### config.mk
export PLATFORM = sky130hd
export DESIGN_NAME = lsf_cell
export DESIGN_NICKNAME = d
export VERILOG_FILES = /design/src/rtl/lsf_pkg.sv /design/src/rtl/lsf_cell.sv
export SDC_FILE = /design/constraint.sdc
export NUM_CORES = 1
export LEC_CHECK = 0
export ABC_AREA = 1
export BUFFER_PORTS_ARGS = -buffer_cell sky130_fd_sc_hd__clkbuf_2
export CAP_MARGIN = 20
export CORE_AREA = 2 2 97 99
export CTS_CLUSTER_DIAMETER = 120
export CTS_CLUSTER_SIZE = 14
export DETAILED_ROUTE_END_ITERATION = 16
export DIE_AREA = 0 0 99 101
export PLACE_DENSITY = 0.77
export SLEW_MARGIN = 10
export SYNTH_ARGS = -nofsm -noshare
export SYNTH_HDL_FRONTEND = slang
export SYNTH_SLANG_ARGS = --single-unit
### constraint.sdc
create_clock -name i_clk -period 1.9 [get_ports i_clk]
set_input_delay 0.095 -clock i_clk [delete_from_list [all_inputs] [get_ports i_clk]]
set_output_delay 0.095 -clock i_clk [all_outputs]
set_load 0.03 [all_outputs]
### src/rtl/lsf_pkg.sv
// lsf_pkg: shared types, widths and codes of the learning switch forwarder
// used by lsf_cell, lsf_match and learning_switch_forwarder_core
package lsf_pkg;

    // table geometry
    localparam int TABLE_ENTRIES = 64;
    localparam int PORT_COUNT    = 8;
    localparam int IDX_W = (TABLE_ENTRIES > 1) ? $clog2(TABLE_ENTRIES) : 1;
    localparam int CNT_W = $clog2(TABLE_ENTRIES + 1);

    // field widths
    localparam int MAC_W   = 48;
    localparam int PORT_W  = 3;
    localparam int STAMP_W = 32;
    localparam int MASK_W  = 8;
    localparam int ACT_W   = 2;
    localparam int EV_W    = 2;

    // stream widths, fields packed from bit 0 and padded to bytes
    localparam int IN_BITS  = 2 * MAC_W + PORT_W + STAMP_W;
    localparam int IN_W     = ((IN_BITS + 7) / 8) * 8;
    localparam int OUT_BITS = MASK_W + ACT_W + EV_W;
    localparam int OUT_W    = ((OUT_BITS + 7) / 8) * 8;

    // ports that exist on this switch
    localparam logic [MASK_W-1:0] PORT_MASK =
        (PORT_COUNT >= MASK_W) ? {MASK_W{1'b1}} : MASK_W'((1 << PORT_COUNT) - 1);

    localparam logic [MAC_W-1:0] MAC_BCAST = {MAC_W{1'b1}};

    // forwarding actions
    localparam logic [ACT_W-1:0] ACT_BROADCAST = 2'd0;
    localparam logic [ACT_W-1:0] ACT_FLOOD     = 2'd1;
    localparam logic [ACT_W-1:0] ACT_UNICAST   = 2'd2;
    localparam logic [ACT_W-1:0] ACT_FILTER    = 2'd3;

    // table events
    localparam logic [EV_W-1:0] EV_REFRESH = 2'd0;
    localparam logic [EV_W-1:0] EV_APPEND  = 2'd1;
    localparam logic [EV_W-1:0] EV_REPLACE = 2'd2;

    // one table entry
    typedef struct packed {
        logic [MAC_W-1:0]   mac;
        logic [PORT_W-1:0]  port;
        logic [STAMP_W-1:0] stamp;
    } t_entry;

    // outcome of one pass over the table
    typedef struct packed {
        logic               src_hit;
        logic [IDX_W-1:0]   src_idx;
        logic               dst_hit;
        logic [IDX_W-1:0]   dst_idx;
        logic [PORT_W-1:0]  dst_port;
        logic [IDX_W-1:0]   best_idx;
    } t_scan_res;

    // enabled ports limited to the ports that exist
    function automatic logic [MASK_W-1:0] f_usable(input logic [MASK_W-1:0] mask);
        f_usable = mask & PORT_MASK;
    endfunction

endpackage

### src/rtl/lsf_cell.sv
// lsf_cell: one table entry of the rotating address table
// depends on lsf_pkg for the entry type
module lsf_cell import lsf_pkg::*; (
    input  logic   i_clk,
    input  logic   i_shift,
    input  t_entry i_next,
    input  logic   i_wr_en,
    input  t_entry i_wr_entry,
    output t_entry o_entry
);

    t_entry r_entry;

    // learn write wins, otherwise take the neighbor's entry on a shift
    always_ff @(posedge i_clk) begin
        if (i_wr_en) begin
            r_entry <= i_wr_entry;
        end else if (i_shift) begin
            r_entry <= i_next;
        end
    end

    assign o_entry = r_entry;

endmodule

## After elaboration in Yosys (flattened, before gate mapping)

Cells that the tools add are included.
W data, S select, Z words.

- Register bits after elaboration: 83
- Bits of input ports: 169
- Output and inout bits: 83

- Multiplexer cells: 2
- Reductions and logical operators: 1

Operators with widths:

| cell | count |
|---|---|
| $mux W83 | 2 |
| $reduce_bool A2 Y1 | 1 |

## Longest topological paths before layout

Gate-level depths: netlist of the first run.

- Depth after elaboration: 2
- Gate-level depth with buffers: 5
- Gate-level depth less buffers: 3

## Least setup slack after synthesis of the first run

No wires, ideal clock.

- Kind: input-to-reg
- From: input port i_wr_en
- To: register r_entry (netlist bit o_entry[0]) (enable)
- Setup time: 0.406 ns
- Arrival: 1.292 ns
- Slack: 0.202 ns
- Stages on the path: 2
- Path buffers: 1
- Cell sequence: buf_4 -> or2_2

- Longest elaborated chain between the ends: 1

RTL lines:

| element | RTL line | text |
|---|---|---|
| from (decl) | lsf_cell.sv:7 | `input logic i_wr_en,` |
| $reduce_bool A2 Y1 (no source line) | n/a |  |
| to (signal assigned) | lsf_cell.sv:17 | `r_entry <= i_wr_entry;` |
| to (signal assigned) | lsf_cell.sv:19 | `r_entry <= i_next;` |
| to (decl) | lsf_cell.sv:12 | `t_entry r_entry;` |

No other way between the ends.
A chain may end at the register's enable or synchronous reset.

## Worst setup path in the final report of the first run

- From: input port i_wr_en
- To: register r_entry (netlist bit o_entry[35]), data pin

- Longest elaborated chain between the ends: 1

RTL lines:

| element | RTL line | text |
|---|---|---|
| $mux W83 | lsf_cell.sv:16 | `if (i_wr_en) begin` |

No other way between the ends.

==> results.md, run 1 <==
- Outcome: finished, final reports clean
- Gr usage total: 18.0%
- DRC violations left: 0
- Routed WL per cell: about 12 µm
- Worst hold path class: input pin to flip-flop
- Post-Syn Area: 3560 µm²
- RSZ-0062 raised after global routing: false
- Die area: 10000 µm²
- DRT iter0 DRCs: 78
- Largest net degree at the start of global routing: 84
- Rows: 35
- Vias in the first global route: around 3,100
- Final setup violation count: 0
- CTS H-Tree Depth: 3
- Maximum VDD drop: 329 µV
- Min Tclk post-route: 1.43 ns
- Final Hold Fails: 0
- Clock root cell: clkbuf_8
- Drt first pass iters: 5
- Layout cells sized above 1: 43.1%
- Num Clock Sinks: 83
- Clock transition at path regs: 0.08 ns
- Buffers on Ports: around 250
- Leak: 2.84 nW
- HPWL after DPL: 6.66 mm
- Main area contributors after synthesis: edfxtp_1, nand2_1, buf_4
- Sequential element share of the synthesized area: 70.0%
- Total chip power: 4.56 mW
- PostCTS Resize Cnt: 0
- Rel. slew slack: 48.4%
- Slew @ Worst Pin: 0.774 ns
- Nets: around 790
- Crit-path max FO: 83
- Cell Count, Final, Fillers Out: 735
- Max-Cap Viols: 0
- Max FFs per register: 83
- DRT antenna net count: 0
- Most frequent cells in the layout: clkbuf_2, nand2_1, edfxtp_1, dlygate4sd3_1, clkbuf_8
- Max Root-Sink Buffers: 2
- Avg Cell Area, Syn: 10.1 µm²
- #FFs+latches synth: 83
- Hold WS: between 0.015 and 0.02 ns
- Yosys top cell area share: between 60% and 70%
- Die width: 99 µm
- Final Max Slew Viols: 0
- Initial antenna violation count: 0
- Critical path class: input pin to flip-flop
- Critical Path RT: ~2.1 ns
- Antenna cells: 0
- Commonest non-fill, non-tap cell in the layout: clkbuf_2
- Yosys warnings: 0
- Post-CTS Setup Repair Bufs: 0
- Critical path arrival: 1.65 ns
- Inserted Clock Buffers: 9
- First-pass GRT wire length: 14.0 mm
- Pwr per Cell Area: 864 nW/µm²
- CTS tree: done
- Starting Density: 39.7%
- Vias per inst: 4.51
- GPL Wtd Cong: 0.793
- Gr ovfl total: 0
- Netlist cell types: 6
- IO Pins: around 250
- Worst setup SP type: input pin
- Area growth, synth to finish: 48.1%
- WL final: 9.19 mm
- Post-Syn Nets: 521
- Post-Syn Instances: 352
- Area of the core: approximately 9000 µm²
- Synth area leader: edfxtp_1
- Fmax: 700 MHz
- Setup TNS: 0 ns
- Placed insts: 698
- Via Count: 3,313
- Crit. End Element: flip-flop
- Die height: about 100 µm
- Crit share post-route: 75.2%
- Final Core Density: 58.8%
[stage by stage]
step                      cell area [µm²]  worst slack [ns]
after CTS                            5250             0.534
after global routing                 5280             0.369
after global placement               4860             0.424
final                                5280             0.472
after detailed placement             4860             0.374
after floorplan                      3560             0.202
[worst max-delay path: stages]
cell and delay (ns):
clkbuf_2 0.12, buf_4 0.62, nand2_1 0.14, nand2_1 0.11, dlygate4sd3_1 0.55
[path summary, 6_finish.rpt]
| check | from | end | cells past startpoint |
|---|---|---|---|
| worst max-delay path | i_wr_en | o_entry[35] | 5 |
| worst min-delay path | i_next[28] | o_entry[28] | 3 |
[final cells by class]
cell class | count | area (µm²)
Fill cell | 781 | 3700
Sequential cell | 83 | 2490
Timing Repair Buffer | 274 | 1510
Multi-Input combinational cell | 250 | 943
Tap cell | 111 | 139
Clock buffer | 11 | 131
Clock inverter | 5 | 53.8
Inverter | 1 | 3.75
[logic make-up after synthesis]
| family | Yosys count | synth area share (%) |
|---|---|---|
| flops | 83 | 70.0 |
| buf+inv | 19 | 3.62 |
| simple gates | 250 | 26.4 |
[report_power, final]
| group | internal, mW | total, mW | switching (mW) |
|---|---|---|---|
| Clock | 0.602 | 1.20 | 0.598 |
| Combinational | 0.349 | 1.06 | 0.710 |
| Sequential | 2.25 | 2.30 | 0.0547 |
| Total | 3.20 | 4.56 | 1.36 |
[repair_timing]
item	4_1_cts	5_1_grt
setup endpoints to repair	0	0
hold endpoints to repair	16	0
hold buffers	20	0
[routing by layer]
| layer | share of wire (%) | global-route usage, % | vias up |
|---|---|---|---|
| met5 | 0 | 0 | - |
| met4 | 2.4 | 7.90 | 0 |
| met3 | 8.5 | 5.62 | 19 |
| met2 | 52 | 32.6 | 160 |
| met1 | 37 | 19.4 | 1473 |
| li1 | - | - | 1661 |
[cells in the mapped netlist]
master    number
buf_4         14
or2_2          1
edfxtp_1      83
nand2_1      249
buf_2          4
inv_2          1
Power figures use the tool's default switching activity.
==> inputs of run 2 (changes only) <==
--- a/config.mk
+++ b/config.mk
@@ -5,15 +5,15 @@
 export SDC_FILE = /design/constraint.sdc
 export NUM_CORES = 1
 export LEC_CHECK = 0
-export ABC_AREA = 1
+export ABC_AREA = 0
 export BUFFER_PORTS_ARGS = -buffer_cell sky130_fd_sc_hd__clkbuf_2
 export CAP_MARGIN = 20
-export CORE_AREA = 2 2 97 99
+export CORE_MARGIN = 1.5
+export CORE_UTILIZATION = 38
 export CTS_CLUSTER_DIAMETER = 120
 export CTS_CLUSTER_SIZE = 14
 export DETAILED_ROUTE_END_ITERATION = 16
-export DIE_AREA = 0 0 99 101
-export PLACE_DENSITY = 0.77
+export PLACE_DENSITY = 0.76
 export SLEW_MARGIN = 10
 export SYNTH_ARGS = -nofsm -noshare
 export SYNTH_HDL_FRONTEND = slang
==> constraint.sdc (replaced) <==
create_clock -name i_clk -period 1.3 [get_ports i_clk]
set_input_delay 0.065 -clock i_clk [delete_from_list [all_inputs] [get_ports i_clk]]
set_output_delay 0.065 -clock i_clk [all_outputs]
set_load 0.03 [all_outputs]
==> results.md, run 2 <==
- Final worst setup slack: 0.300 ns
- Layout cells sized above 1: 76.0%
- Fraction of power consumed by sequential logic: between 50 and 60%
- Crit-path cells: clkbuf_2
- GPL Wtd Cong: 0.756
- Net Sw Frac: 29.1%
- Part of the power in the clock network: 23.0%
- Async SR Flop Fraction: 0%
- Final setup violation count: 0
- Netlist cell types: 6
- Critical path arrival: 0.94 ns
- Nets: approximately 630
- Post-synth top cells: edfxtp_1, mux2_4, mux2_2
- Max Root-Sink Buffers: 2
- CTS tree: done
- Post-CTS Setup Repair Bufs: 0
- Pwr per Cell Area: 1180 nW/µm²
- HPWL after DPL: 6.81 mm
- CTS H-Tree Depth: 3
- Worst path max stage delay: 0.40 ns
- Commonest non-fill, non-tap cell in the layout: clkbuf_2
- Worst hold path class: input pin to flip-flop
- RSZ-0062 raised after global routing: false
- Final Max Slew Viols: 0
- #FFs+latches synth: 83
- Inserted Clock Buffers: 9
- Worst hold start: i_next[70]
- Hold_buf cts: 17
- Slew @ Worst Pin: 0.314 ns
- Final Core Density: between 50% and 60%
- Starting Density: 38.7%
- Post-Syn Nets: 345
- Dpl ws: roughly 0.073 ns
- Max-Cap Viols: 0
- Placed cell areas: 5180 µm²
- WHS Endpoint: o_entry[70]
- Gate power share: 25.5%
- Vias per inst: about 4.4
- Placed insts: ~560
- Final Hold Fails: 0
- Clock root cell: clkbuf_8
- Rows: 36
- Sequential element share of the synthesized area: 66.6%
- Critical path class: flip-flop to output pin
- P_int: ~4.6 mW
- DRT antenna net count: 0
- Fill count: between 700 and 800
- Die height: 102 µm
- Clock transition at path regs: 0.07 ns
- Main area contributors after synthesis: edfxtp_1, mux2_4, mux2_2
- Min Tclk post-route: 1.00 ns
- Vias in the first global route: 2,521
- IO Pins: 252
- Most frequent cells in the layout: clkbuf_2, edfxtp_1, mux2_4, mux2_2, dlygate4sd3_1
- Crit. End Element: output pin
- Hold path depth: 2
- Post-route cell area: 5550 µm²
- Outcome: finished, final reports clean
- Cell Count, Final, Fillers Out: 595
- Die width: 102 µm
- PostCTS Resize Cnt: 0
- Via Count: approximately 2,600
- Rel. slew slack: 79.1%
- Maximum VDD drop: 497 µV
- Count leader, synth: edfxtp_1
- Initial antenna violation count: 0
- EDFF count, synth: 83
- Switch Pwr: between 1.5 and 2 mW
- Gr usage total: 15.8%
- Setup TNS: 0 ns
- Leak: roughly 2.7 nW
- Buffers on Ports: 251
- Area growth, synth to finish: 48.1%
- DRT iter0 DRCs: 50
- Worst setup SP type: flip-flop
- Max FFs per register: 83
- Crit path max-delay family: flip-flops
- Critical Path RT: ~1.2 ns
- Antenna cells: 0
- Seq. cell area: 2490 µm²
- Drt first pass iters: 4
- Largest net degree at the start of global routing: 44
- Crit-path max FO: 1
- Yosys top cell area share: 66.6%
- Area taken by multi-input logic gates: 1160 µm²
- DRC violations left: 0
- Commonest register cell after synthesis: edfxtp_1
- Buf+Inv Stages, Crit Path: 1
- Avg Cell Area, Syn: 21.3 µm²
- Slowest stage cell, crit path: edfxtp_1
- Fmax: roughly 1000 MHz
- Synth area leader: edfxtp_1
- Yosys warnings: 0
- WL final: around 9 mm
- Post-Syn Area: 3740 µm²
- Num Clock Sinks: 83
- Hold WS: 0.0218 ns
- Total chip power: 6.54 mW
- Post-Syn Instances: between 150 and 200
- Crit share post-route: approximately three quarters
- Area of the core: 9680 µm²
- Routed WL per cell: between 10 and 15 µm
- First-pass GRT wire length: 12.0 mm
- Gr ovfl total: 0
- Die area: 10,500 µm²
[run 2: cell count changes in the layout (fill, tap and decap cells not counted), sizes merged]
| cell | before | now |
|---|---|---|
| clkinv | 2 | 6 |
| nand2 | 249 | 0 |
| clkinvlp | 2 | 0 |
| bufinv | 1 | 0 |
| inv | 1 | 0 |
| dlygate4sd3 | 20 | 21 |
| mux2 | 0 | 83 |
| buf | 3 | 8 |
| clkbuf | 262 | 260 |
[run 2: metal layers]
layer  up-vias  global-route usage (%)  wire, µm
met2       159                    28.8      4720
met4         0                    8.85       188
met1      1204                    15.6      3140
li1       1251                       -         -
met5         -                       0         0
met3        16                    5.20       762
[run 2: power groups by stage]
stage / logic (mW) / clock network, mW / registers, mW
4_1_cts: 1.67 / 1.56 / 3.37
6_report: 1.67 / 1.51 / 3.37
3_5_place_dp: 1.63 / 0 / 3.43
2_1_floorplan: 0.416 / 0 / 4.04
5_1_grt: 1.76 / 1.66 / 3.40
3_3_place_gp: 1.60 / 0 / 3.42
[run 2: kinds of logic after synthesis]
family        after synthesis  synth area share, %
flops                      83                 66.6
mux                        83                 30.9
simple gates                1                0.167
buf+inv                     9                 2.37
[run 2: worst max-delay path by stage]
stage,startpoint,to,slack [ns],depth (start not counted)
final,o_entry[57],o_entry[57],0.30,1
after global routing,o_entry[13],o_entry[13],0.24,1
after CTS,o_entry[3],o_entry[3],0.26,1
after detailed placement,i_wr_en,o_entry[10],0.07,4
after global placement,i_wr_en,o_entry[27],0.13,4
after floorplan,i_wr_en,o_entry[0],-0.07,3
[run 2: cell type report]
cell class              instances  share of cell area [%]
clock buffers                  10                    2.30
clock inverters                 6                   0.406
multi-input cells              84                    21.0
flip-flops and latches         83                    44.9
well taps                     133                    3.00
repair buffers                279                    28.3
