<file path="src/rtl/lsf_pkg.sv">
// lsf_pkg: shared types, widths and codes of the learning switch forwarder
// used by lsf_cell, lsf_match and learning_switch_forwarder_core
package lsf_pkg;

    // table geometry
    localparam int TABLE_ENTRIES = 64;
    localparam int PORT_COUNT    = 8;
    localparam int IDX_W = (TABLE_ENTRIES > 1) ? $clog2(TABLE_ENTRIES) : 1;
    localparam int CNT_W = $clog2(TABLE_ENTRIES + 1);

    // field widths
    localparam int MAC_W   = 48;
    localparam int PORT_W  = 3;
    localparam int STAMP_W = 32;
    localparam int MASK_W  = 8;
    localparam int ACT_W   = 2;
    localparam int EV_W    = 2;

    // stream widths, fields packed from bit 0 and padded to bytes
    localparam int IN_BITS  = 2 * MAC_W + PORT_W + STAMP_W;
    localparam int IN_W     = ((IN_BITS + 7) / 8) * 8;
    localparam int OUT_BITS = MASK_W + ACT_W + EV_W;
    localparam int OUT_W    = ((OUT_BITS + 7) / 8) * 8;

    // ports that exist on this switch
    localparam logic [MASK_W-1:0] PORT_MASK =
        (PORT_COUNT >= MASK_W) ? {MASK_W{1'b1}} : MASK_W'((1 << PORT_COUNT) - 1);

    localparam logic [MAC_W-1:0] MAC_BCAST = {MAC_W{1'b1}};

    // forwarding actions
    localparam logic [ACT_W-1:0] ACT_BROADCAST = 2'd0;
    localparam logic [ACT_W-1:0] ACT_FLOOD     = 2'd1;
    localparam logic [ACT_W-1:0] ACT_UNICAST   = 2'd2;
    localparam logic [ACT_W-1:0] ACT_FILTER    = 2'd3;

    // table events
    localparam logic [EV_W-1:0] EV_REFRESH = 2'd0;
    localparam logic [EV_W-1:0] EV_APPEND  = 2'd1;
    localparam logic [EV_W-1:0] EV_REPLACE = 2'd2;

    // one table entry
    typedef struct packed {
        logic [MAC_W-1:0]   mac;
        logic [PORT_W-1:0]  port;
        logic [STAMP_W-1:0] stamp;
    } t_entry;

    // outcome of one pass over the table
    typedef struct packed {
        logic               src_hit;
        logic [IDX_W-1:0]   src_idx;
        logic               dst_hit;
        logic [IDX_W-1:0]   dst_idx;
        logic [PORT_W-1:0]  dst_port;
        logic [IDX_W-1:0]   best_idx;
    } t_scan_res;

    // enabled ports limited to the ports that exist
    function automatic logic [MASK_W-1:0] f_usable(input logic [MASK_W-1:0] mask);
        f_usable = mask & PORT_MASK;
    endfunction

endpackage

</file>
<file path="src/rtl/lsf_match.sv">
// lsf_match: compare unit at the head of the cell chain, one entry per cycle while i_en is high
// tracks source hit, destination hit and oldest stamp; depends on lsf_pkg
module lsf_match import lsf_pkg::*; (
    input  logic               i_clk,
    input  logic               i_en,
    input  logic [IDX_W-1:0]   i_idx,
    input  logic               i_valid,
    input  t_entry             i_entry,
    input  logic [MAC_W-1:0]   i_src,
    input  logic [MAC_W-1:0]   i_dst,
    input  logic [STAMP_W-1:0] i_now,
    output t_scan_res          o_res
);

    t_scan_res          r_res;
    logic [STAMP_W-1:0] r_best_stamp;

    t_scan_res          n_res;
    logic [STAMP_W-1:0] n_best_stamp;

    t_scan_res          w_prev;
    logic [STAMP_W-1:0] w_prev_stamp;
    logic               w_first;

    assign w_first = (i_idx == '0);

    // step zero starts from a clean slate
    always_comb begin
        w_prev       = r_res;
        w_prev_stamp = r_best_stamp;
        if (w_first) begin
            w_prev       = '0;
            w_prev_stamp = i_now;
        end
    end

    // first match wins, strictly smaller stamp wins
    always_comb begin
        n_res        = w_prev;
        n_best_stamp = w_prev_stamp;
        if (i_valid && !w_prev.src_hit && (i_entry.mac == i_src)) begin
            n_res.src_hit = 1'b1;
            n_res.src_idx = i_idx;
        end
        if (i_valid && !w_prev.dst_hit && (i_entry.mac == i_dst)) begin
            n_res.dst_hit  = 1'b1;
            n_res.dst_idx  = i_idx;
            n_res.dst_port = i_entry.port;
        end
        if (i_valid && (i_entry.stamp < w_prev_stamp)) begin
            n_best_stamp   = i_entry.stamp;
            n_res.best_idx = i_idx;
        end
    end

    always_ff @(posedge i_clk) begin
        if (i_en) begin
            r_res        <= n_res;
            r_best_stamp <= n_best_stamp;
        end
    end

    assign o_res = r_res;

endmodule

</file>
<file path="config.mk">
export PLATFORM = sky130hd
export DESIGN_NAME = lsf_match
export DESIGN_NICKNAME = d
export VERILOG_FILES = /design/src/rtl/lsf_pkg.sv /design/src/rtl/lsf_match.sv
export SDC_FILE = /design/constraint.sdc
export NUM_CORES = 1
export LEC_CHECK = 0
export BUFFER_PORTS_ARGS = -buffer_cell sky130_fd_sc_hd__buf_2
export CAP_MARGIN = 20
export CELL_PAD_IN_SITES_DETAIL_PLACEMENT = 1
export CELL_PAD_IN_SITES_GLOBAL_PLACEMENT = 2
export CORE_MARGIN = 8
export CORE_UTILIZATION = 28
export DETAILED_ROUTE_END_ITERATION = 10
export PLACE_DENSITY_LB_ADDON = 0.1
export SLEW_MARGIN = 5
export SYNTH_ARGS = -nofsm -noshare
export SYNTH_HDL_FRONTEND = slang
export SYNTH_SLANG_ARGS = --single-unit
</file>
<file path="constraint.sdc">
create_clock -name i_clk -period 6.2 [get_ports i_clk]
set_input_delay 1.24 -clock i_clk [delete_from_list [all_inputs] [get_ports i_clk]]
set_output_delay 1.24 -clock i_clk [all_outputs]
set_load 0.005 [all_outputs]
</file>
# After elaboration in Yosys (flattened, before gate mapping)
# Cells that the tools add are included.
# totals
input_bits	220
memories	0
output_inout_bits	23
rom_bits	0
mem_bits_rw	0
latch_bits	0
reg_bits	55
elab_cells	30
# op_classes
n_bitwise	0
order_cmp	1
muxes	6
shift	0
mul	0
div	0
n_eq_ne	2
addsub	0
reduce_logical	14
# op_table
cell	count
48-bit equality test	2
32-bit 2-to-1 mux	2
32-bit less-than comparator	1
23-bit 2-to-1 mux	1
6-bit 2-to-1 mux	2
9-bit 2-to-1 mux	1
6-bit zero test	1
2-bit AND reduction	3
2-bit nonzero test	3
1-bit logical AND	5
1-bit zero test	2

# Logic depth before layout (Yosys ltp)
# Gate-level depths: netlist of run 1.
# depth
ltp_word	7
mapped_depth	14

# Worst setup path after synthesis of run 1
# OpenSTA, ideal clock, no wires.
# synth_path
path_kind	in2reg
from	in i_idx[5]
to	reg r_best_stamp[0] (data pin)
path_stages	13
n_path_buf	3
t_arrival_ps	3945
path_slack_ps	1993
path_cell_list	nor2_1 -> and3_1 -> buf_2 -> buf_2 -> mux2i_1 -> ha_1 -> a41o_1 -> a211oi_2 -> o21a_1 -> a31oi_1 -> a211oi_2 -> buf_4 -> mux2_1
# synth_between
elab_chain_cells	5
# synth_lines
item	line	rtl
from (decl)	lsf_match.sv:6	input logic [IDX_W-1:0] i_idx,
6-bit zero test (*)	lsf_match.sv:25	assign w_first = (i_idx == '0);
32-bit 2-to-1 mux (*)	lsf_match.sv:31	if (w_first) begin
32-bit less-than comparator	lsf_match.sv:50	if (i_valid && (i_entry.stamp < w_prev_stamp)) begin
1-bit logical AND	lsf_match.sv:50	
32-bit 2-to-1 mux (*)	lsf_match.sv:50	
via n_best_stamp[0]	lsf_match.sv:19	logic [STAMP_W-1:0] n_best_stamp;
to (signal assigned)	lsf_match.sv:59	r_best_stamp <= n_best_stamp;
to (decl)	lsf_match.sv:16	logic [STAMP_W-1:0] r_best_stamp;
# The timed path passes the listed nets; every way through them passes the cells marked *.
# A chain may end at the register's enable or synchronous reset.

# Worst setup path after layout of run 1
# layout_path
from	in i_idx[5]
to	reg r_best_stamp[15] (data pin)
# The elaborated chain is that of the path after synthesis.

==> metrics.md, run 1 <==
| Metric | Value |
|---|---|
| Count leader, synth | mux2i_1 |
| Routed Wire Length | 16.9 mm |
| All-Layer GR Usage | 16.6% |
| Vias in the first global route | 4,592 |
| M3 GR Usage | 3.23% |
| Hold Vio Cnt, Final | 0 |
| # Post-CTS Setup Buffers | 0 |
| # DRC | 0 |
| CTS tree | yes |
| CP max FO | 20 |
| Die ar. | 0.0201 mm2 |
| Area contributors post-synth | edfxtp_1, mux2i_1, xor2_1 |
| Die width | 142 um |
| DRT antenna net count | 0 |
| Top_reg_cell synth | edfxtp_1 |
| Yosys top cell by area | edfxtp_1 |
| Final period utilization | 74.9% |
| Die Span Y | 142 um |
| Hold-fix buffers at CTS | 0 |
| Tmin final | 4640 ps |
| Crit start category | input port |
| Clk sink count | 55 |
| Post-layout util | 38.7% |
| Cell area after synthesis | 0.00442 mm2 |
| 1st-pass router iterations | 4 |
| Status | complete, no violations |
| Final WS setup | 1560 ps |
| Synth top cells by count | mux2i_1, xor2_1, edfxtp_1, inv_1, xnor2_1 |
| Net Count, Synth | 660 |
| CORE AREA | 0.0157 mm2 |
| Root buf cell | clkbuf_16 |
| Slew @ Worst Pin | 931 ps |
| EDFF count, synth | 55 |
| Critical path endpoint category | register |
| M1 GR Usage | 19.7% |
| Share of layout cells above drive strength 1 | 39.7% |
| Busiest grt layer | met2 |
| Total negative slack | 0 ps |
| Cell Pwr Density | 174 mW/mm2 |
| I/O pin cnt | 243 |
| RD Place Congestion | 0.836 |
| Port Buffers | 242 |
| Largest net degree at the start of global routing | 38 |
| Share of the synthesized area in the top cell type | 37.4% |
| Routed WL per cell | 19.3 um |
| H-tree levels | 2 |
| Worst clock skew | 6.73 ps |
| Synth-to-layout area growth | 37.2% |
| Post-synthesis sequential area ratio | 37.4% |
| Async S/R FF share, synth | 0% |
| Diode count | 0 |
| Met2 usage | 30.6% |
| GRT overflow | 0 |
| Hold slack | 584 ps |
| Core Rows | 46 |
| Global-route wire length before repair | 25.5 mm |
| Post-place setup slack | 1220 ps |
| Crit path DAT | 4780 ps |
| HPWL Detailed | 14.8 mm |
| Via/cell ratio | 4.58 |
| Synth unique cells | 36 |
| Unrepaired setup endpoints after global routing | no |
| Avg Inst Size Synth | 10.8 um2 |
| Nets | 907 |
| Syn Inst Count | 409 |
| Final setup violation count | 0 |
| CP Data Required Time | 6340 ps |
| Max VDD drop | 0.112 mV |
| Yosys warns | 0 |
| Worst-Skew Late Latency | 300 ps |
| #FFs+latches synth | 55 |
| F_max | 215 MHz |
| Final max-slew violation count | 0 |
| Min-delay worst type | register to register |
| Via count | 3,995 |
| Total CTS buffers | 5 |
| Rel. slew slack | 37.4% |
| Clock transition at the registers of the reported paths | 80 ps |
| Starting Density | 28.2% |
| Leak | 2.73 nW |
| Critical path class | input port to register |
| Max Root-Sink Buffers | 2 |
| Starting DRT DRC Count | 121 |
| # Max-Cap Violations | 0 |
| Post-CTS sizing | 0 |
| Initial antenna violation count | 0 |
final cells by class:
cell class | instances | area (um2)
multi-input cells | 309 | 2590
inverters | 36 | 135
well taps | 216 | 270
clock inverters | 2 | 17.5
flip-flops and latches | 55 | 1650
repair buffers | 249 | 1260
fillers | 1870 | 9590
clock buffers | 6 | 129
per-layer routing:
metal / wire length, um / up-vias / part of all wire [%]
met1: 7140 / 1914 / 42
met4: 142 / 0 / 0.84
met5: 0 / - / 0
met2: 8850 / 105 / 52
met3: 741 / 12 / 4.4
li1: - / 1964 / -
layout by cell type, fill, tap and decap left out, types with 5 or more instances in the layout:
master,netlist,final
nor4_1,17,16
ha_1,31,31
edfxtp_1,55,55
inv_1,36,36
buf_4,1,7
xor2_1,57,57
nand3_1,7,7
a21oi_1,8,8
clkbuf_16,0,5
o21ai_0,5,5
buf_2,6,242
xnor2_1,36,36
nor2_1,11,11
mux2i_1,62,62
and2_1,21,21
nand4_1,16,16
nand2_1,8,8
flip-flops by register name (all words and copies together) (netlist names):
register and cells:
o_res 23, r_best_stamp 32
worst paths after layout:
path                                                start  cells after the start                          to  slack [ps]
worst max register to register  r_best_stamp[7]$_DFFE_PP_                     10  r_best_stamp[15]$_DFFE_PP_        3350
worst min-delay path              o_res[15]$_SDFFCE_PP1P_                      1     o_res[15]$_SDFFCE_PP1P_         580
worst min register to register    o_res[15]$_SDFFCE_PP1P_                      1     o_res[15]$_SDFFCE_PP1P_         580
worst max-delay path                             i_idx[5]                     14  r_best_stamp[15]$_DFFE_PP_        1560
worst max-delay path, stage by stage:
cell	delay, ps
buf_2	120
nor2_1	130
and3_2	640
buf_4	330
mux2i_1	300
ha_1	300
a21oi_1	170
o21ai_1	80
a221oi_1	260
o21ai_0	200
a211oi_4	210
buf_4	290
buf_4	250
mux2i_1	240
power by group:
part | internal [W] | leakage [nW] | total, W | switching, W
registers | 0.000443 | 0.492 | 0.000451 | 0.00000757
logic | 0.000154 | 2.17 | 0.000313 | 0.000159
clock network | 0.000152 | 0.0710 | 0.000290 | 0.000138
cells by family (layout without fill, tap and decap cells):
family,count (synthesis),after routing,synth area share (%)
AOI/OAI and AO/OA,36,36,5.80
xor gates and xnor gates,93,93,18.4
adders and majority gates,31,31,8.78
buffers and inverters,45,293,4.25
DFF,55,55,37.4
muxes,64,64,14.6
and+or+nand+nor,85,85,10.8
per-stage QoR:
step	cells	area (um2)	total power [W]
floorplan	409	4420	0.000623
global placement	865	5920	0.000768
detailed placement	865	5920	0.000775
CTS	873	6060	0.00107
global route	873	6060	0.00112
finish	873	6060	0.00105
No activity file was read; power rests on OpenSTA's default activity.
==> run 2: changes to the inputs <==
--- a/config.mk
+++ b/config.mk
@@ -10,7 +10,7 @@
 export CELL_PAD_IN_SITES_DETAIL_PLACEMENT = 1
 export CELL_PAD_IN_SITES_GLOBAL_PLACEMENT = 2
 export CORE_MARGIN = 8
-export CORE_UTILIZATION = 28
+export CORE_UTILIZATION = 24
 export DETAILED_ROUTE_END_ITERATION = 10
 export PLACE_DENSITY_LB_ADDON = 0.1
 export SLEW_MARGIN = 5
==> constraint.sdc (replaced) <==
create_clock -name i_clk -period 3.9 [get_ports i_clk]
set_input_delay 0.78 -clock i_clk [delete_from_list [all_inputs] [get_ports i_clk]]
set_output_delay 0.78 -clock i_clk [all_outputs]
set_load 0.005 [all_outputs]
==> metrics.md, run 2 (same netlist as run 1, synthesis figures left out) <==
| Metric | Value |
|---|---|
| Via count | 3,949 (-1.2%) |
| Port Buffers | 242 (unchanged) |
| Sequential power share | 40.8% (-2.0 points) |
| Max Root-Sink Buffers | 2 (unchanged) |
| Critical path endpoint category | register |
| Crit start category | input port |
| Cell Pwr Density | 284 mW/mm2 (+63%) |
| CP bufs+invs | 3 (-1) |
| Register cell area after layout | 0.00165 mm2 (unchanged) |
| Max VDD drop | 0.176 mV (+58%) |
| Status | complete, no violations |
| DRT antenna net count | 0 (unchanged) |
| Multi-input logic area | 0.00259 mm2 (unchanged) |
| Unrepaired setup endpoints after global routing | no |
| Die ar. | 0.0230 mm2 (+15%) |
| CP max FO | 16 (-20%) |
| Hold-fix buffers at CTS | 0 (unchanged) |
| Die Span Y | 152 um (+7.1%) |
| CP peak stage delay | 310 ps (-330 ps) |
| CORE AREA | 0.0180 mm2 (+15%) |
| Total negative slack | 0 ps (unchanged) |
| Pint | 0.00126 W (+69%) |
| Final period utilization | 93.1% |
| RD Place Congestion | 0.809 (-3.2%) |
| Starting DRT DRC Count | 53 (-56%) |
| Final Instance Count excl. Fillers | 893 (+2.3%) |
| F_max | 275 MHz |
| Top delay family on crit path | compound AO/OA/AOI/OAI gates |
| DP Area | 0.00601 mm2 (+1.7%) |
| Via/cell ratio | 4.42 (-3.4%) |
| Initial antenna violation count | 1 (+1) |
| Rel. slew slack | 53.4% (+16 points) |
| Most common cell after layout, fill and taps aside | buf_2 |
| HPWL Detailed | 15.1 mm (+2.2%) |
| Switching portion of total power | 28.0% (-0.87 points) |
| Global-route wire length before repair | 25.6 mm (+0.46%) |
| H-tree levels | 2 (unchanged) |
| Worst reg2reg setup slack | 1220 ps (-2130 ps) |
| Nets | 913 (+0.66%) |
| Worst clock skew | 7.00 ps (+0.268 ps) |
| Die width | 152 um (+7.1%) |
| Routed WL per cell | 19.3 um (-0.22%) |
| GRT overflow | 0 (unchanged) |
| Critical path class | input port to register |
| Slew @ Worst Pin | 693 ps (-237 ps) |
| Leak | 2.79 nW (+2.0%) |
| Clk sink count | 55 (unchanged) |
| Slowest CP cell | and3_2 |
| 1st-pass router iterations | 4 (unchanged) |
| Fin area | 0.00619 mm2 (+2.1%) |
| Final max-slew violation count | 0 (unchanged) |
| DP Cell Count | 884 (+2.2%) |
| Biggest register | r_best_stamp |
| Routed Wire Length | 17.2 mm (+2.1%) |
| Number of flip-flops in the largest register | 32 (unchanged) |
| Commonest non-fill, non-tap cells in the layout | buf_2, mux2i_1, xor2_1 |
| Worst-Skew Late Latency | 300 ps (about the same) |
| Hold Vio Cnt, Final | 0 (unchanged) |
| # Max-Cap Violations | 0 (unchanged) |
| Synth-to-layout area growth | 40.1% |
| Clock transition at the registers of the reported paths | 70 ps (about the same) |
| # Post-CTS Setup Buffers | 0 (unchanged) |
| CP Data Required Time | 3880 ps (-2460 ps) |
| Clock power frac | 30.5% (+3.0 points) |
| I/O pin cnt | 243 (unchanged) |
| Vias in the first global route | 4,382 (-4.6%) |
| # DRC | 0 (unchanged) |
| Post-CTS sizing | 0 (unchanged) |
| CTS tree | yes |
| Tmin final | 3630 ps |
| Root buf cell | clkbuf_16 |
| Total CTS buffers | 5 (unchanged) |
| Core Rows | 49 (+6.5%) |
| Min-delay worst type | register to register |
| Net Switching | 0.000493 W (+62%) |
| Largest net degree at the start of global routing | 25 (-34%) |
| Fillers | 2,127 (+14%) |
| All-Layer GR Usage | 14.8% (-1.8 points) |
| Critical path, cell by cell | buf_2 -> nor2_1 -> and3_2 -> buf_12 -> mux2i_1 -> ha_1 -> a21o_1 -> a211oi_2 -> o21a_1 -> a31oi_1 -> a211oi_4 -> buf_12 -> o21a_1 |
| Share of layout cells above drive strength 1 | 40.4% (+0.70 points) |
| Starting Density | 24.5% (-3.7 points) |
| Final setup violation count | 0 (unchanged) |
| Crit path DAT | 3610 ps (-1170 ps) |
| Combinational power share | 28.7% (-1.0 points) |
## run 2: through the flow
step	utilization (%)	setup WS, ps	total power [W]	hold WS, ps
final	34.3	267	0.00176	589
after global routing	34.3	55.8	0.00187	616
after CTS	34.3	230	0.00179	589
after detailed placement	33.4	-65.3	0.00124	570
after global placement	33.4	-60.5	0.00123	569
after floorplan	-	153	0.000991	571
## run 2: per-layer routing
metal | track usage (%) | up-vias | routed length (um)
met5 | 0 | - | 0
met4 | 2.35 | 0 | 127
met3 | 3.03 | 8 | 911
met2 | 25.7 | 101 | 8620
met1 | 18.9 | 1850 | 7560
li1 | - | 1990 | -
## run 2: power groups by stage
stage / clock network, W / logic, W / registers (W)
floorplan: 0 / 0.000264 / 0.000726
global placement: 0 / 0.000506 / 0.000729
detailed placement: 0 / 0.000513 / 0.000730
CTS: 0.000560 / 0.000517 / 0.000717
global route: 0.000582 / 0.000567 / 0.000721
finish: 0.000536 / 0.000505 / 0.000716
## run 2: layout make-up
cell class	count	area share, %
repair buffers	255	21.8
inverters	36	2.18
clock buffers	5	2.02
multi-input cells	309	41.9
well taps	229	4.63
diodes	1	0.0404
flip-flops and latches	55	26.7
clock inverters	3	0.768
## run 2: final timing paths
kind | startpoint | end | depth (start not counted)
setup reg to reg | r_best_stamp[6]$_DFFE_PP_ | o_res[5]$_DFFE_PP_ | 9
hold reg to reg | o_res[15]$_SDFFCE_PP1P_ | o_res[15]$_SDFFCE_PP1P_ | 1
hold / removal | o_res[15]$_SDFFCE_PP1P_ | o_res[15]$_SDFFCE_PP1P_ | 1
setup / recovery | i_idx[5] | o_res[5]$_DFFE_PP_ | 13
==> run 3: changes to the inputs <==
==> constraint.sdc (replaced) <==
create_clock -name i_clk -period 2.9 [get_ports i_clk]
set_input_delay 0.58 -clock i_clk [delete_from_list [all_inputs] [get_ports i_clk]]
set_output_delay 0.58 -clock i_clk [all_outputs]
set_load 0.005 [all_outputs]
==> metrics.md, run 3 (same netlist as run 1, synthesis figures left out) <==
| Metric | Value |
|---|---|
| Status | complete, but fails checks |
| Failing checks | negative setup slack |
| Largest net degree at the start of global routing | 19 (-24%) |
| Tmin final | 3130 ps |
| 1st-pass router iterations | 4 (unchanged) |
| # DRC | 0 (unchanged) |
| Slowest CP cell | a211oi_4 |
| Root buf cell | clkbuf_16 |
| Core Rows | 49 (unchanged) |
| Initial antenna violation count | 1 (unchanged) |
| Min-delay worst type | input port to register |
| Slew @ Worst Pin | 562 ps (-132 ps) |
| Post-place setup slack | -765 ps (-700 ps) |
| Total negative slack | -7290 ps (-7290 ps) |
| Via count | 4,210 (+6.6%) |
| Crit start category | input port |
| Max Root-Sink Buffers | 2 (unchanged) |
| Clk sink count | 55 (unchanged) |
| Critical path class | input port to register |
| Number of flip-flops in the largest register | 32 (unchanged) |
| Final period utilization | 108% |
| Hold slack | 554 ps (-34.9 ps) |
| Critical path endpoint category | register |
| GRT overflow | 0 (unchanged) |
| Final max-slew violation count | 0 (unchanged) |
| CP Data Required Time | 2960 ps (-920 ps) |
| HPWL Detailed | 15.4 mm (+1.8%) |
| Routed WL per cell | 19.3 um (+0.15%) |
| Global-route wire length before repair | 26.7 mm (+4.0%) |
| Clock transition at the registers of the reported paths | 80 ps (about the same) |
| Final WS setup | -233 ps (-500 ps) |
| CP bufs+invs | 3 (unchanged) |
| Crit path DAT | 3190 ps (-420 ps) |
| DP Cell Count | 917 (+3.7%) |
| Die width | 152 um (unchanged) |
| Starting DRT DRC Count | 108 (+100%) |
| RD Place Congestion | 0.826 (+2.1%) |
| Vias in the first global route | 4,771 (+8.9%) |
| Rel. slew slack | 62.2% (+8.9 points) |
| Top delay family on crit path | compound AO/OA/AOI/OAI gates |
| Routed Wire Length | 18.2 mm (+5.9%) |
| Worst-Skew Late Latency | 300 ps (about the same) |
| All-Layer GR Usage | 15.3% (+0.48 points) |
| Hold Vio Cnt, Final | 0 (unchanged) |
| Multi-input logic area | 0.00297 mm2 (+15%) |
| Starting Density | 24.5% (unchanged) |
| Max VDD drop | 0.321 mV (+83%) |
| F_max | 319 MHz |
| Unrepaired setup endpoints after global routing | yes |
| # Max-Cap Violations | 0 (unchanged) |
| Cell Pwr Density | 354 mW/mm2 (+25%) |
| CP max FO | 7 (-9) |
| Commonest non-fill, non-tap cells in the layout | buf_2, xor2_1, edfxtp_1 |
| Total CTS buffers | 5 (unchanged) |
| Total power | 0.00249 W (+41%) |
| Die Span Y | 152 um (unchanged) |
| I/O pin cnt | 243 (unchanged) |
| Nets | 964 (+5.6%) |
| Fillers | 2,089 (-1.8%) |
| Critical path, cell by cell | buf_6 -> nor2_4 -> and3_4 -> buf_12 -> mux2i_4 -> ha_4 -> a21o_1 -> a211oi_4 -> o21a_1 -> a31oi_1 -> a211oi_4 -> buf_4 -> mux2_4 |
| Port Buffers | 242 (unchanged) |
| CORE AREA | 0.0180 mm2 (unchanged) |
| Via/cell ratio | 4.46 (+0.85%) |
| Biggest register | r_best_stamp |
| Synth-to-layout area growth | 59.1% |
| DRT antenna net count | 0 (unchanged) |
| H-tree levels | 2 (unchanged) |
| CP peak stage delay | 370 ps (+60 ps) |
| Share of layout cells above drive strength 1 | 50.3% (+9.9 points) |
| Die ar. | 0.0230 mm2 (unchanged) |
| Leak | 3.12 nW (+12%) |
| Register cell area after layout | 0.00165 mm2 (unchanged) |
| CTS tree | yes |
| Final Instance Count excl. Fillers | 944 (+5.7%) |
| Worst path most repeated cell | a211oi_4 |
| Final setup violation count | 44 (+44) |
| Worst clock skew | 6.96 ps (-0.0466 ps) |
| Most common cell after layout, fill and taps aside | buf_2 |
-- run 3: changes by cell type in the layout (fill, tap and decap cells not counted), moves of 3 or more --
cell and change:
nor2_4 +3, ha_1 -6, mux2i_1 -20, ha_4 +5
buf_2 -6, nor2_1 -3, o21ai_0 -3, buf_4 +43
mux2i_2 +5, buf_6 +9, mux2i_4 +15, buf_12 +4
-- run 3: final cells by class --
class                   instances  share of cell area (%)
repair buffers                306                    26.1
clock buffers                   5                    1.78
diodes                          1                  0.0356
well taps                     229                    4.08
inverters                      36                    1.92
clock inverters                 3                   0.320
multi-input cells             309                    42.3
flip-flops and latches         55                    23.5
-- run 3: power breakdown --
group / switching (W) / internal, W
registers: 0.0000272 / 0.000948
clock network: 0.000316 / 0.000325
logic: 0.000399 / 0.000470
total: 0.000743 / 0.00174
-- run 3: worst paths after layout --
| path | start | endpoint | slack, ps | cells after the start |
|---|---|---|---|---|
| hold reg to reg | o_res[22]$_SDFFCE_PP1P_ | o_res[22]$_SDFFCE_PP1P_ | 600 | 1 |
| setup / recovery | i_idx[1] | r_best_stamp[0]$_DFFE_PP_ | -230 | 13 |
| hold / removal | i_entry[32] | o_res[6]$_DFFE_PP_ | 550 | 2 |
| setup reg to reg | r_best_stamp[5]$_DFFE_PP_ | r_best_stamp[0]$_DFFE_PP_ | 300 | 9 |
-- run 3: routing by layer --
layer / share of wire, % / track usage (%)
met5: 0 / 0
met4: 0.36 / 1.71
met3: 4.8 / 3.15
met2: 51 / 27.3
met1: 43 / 19.1
-- run 3: repair_timing --
action,in CTS,in global routing
resized for setup,36,47
pin swaps,11,13
hold buffers,0,0
gates cloned,1,0
endpoints found under the setup margin,44,44
buffers inserted,12,6
-- run 3: through the flow --
stage / instance area, um2 / util, %
floorplan: 4470 / -
global placement: 6300 / 35.0
detailed placement: 6300 / 35.0
CTS: 6720 / 37.3
global route: 7030 / 39.0
finish: 7030 / 39.0
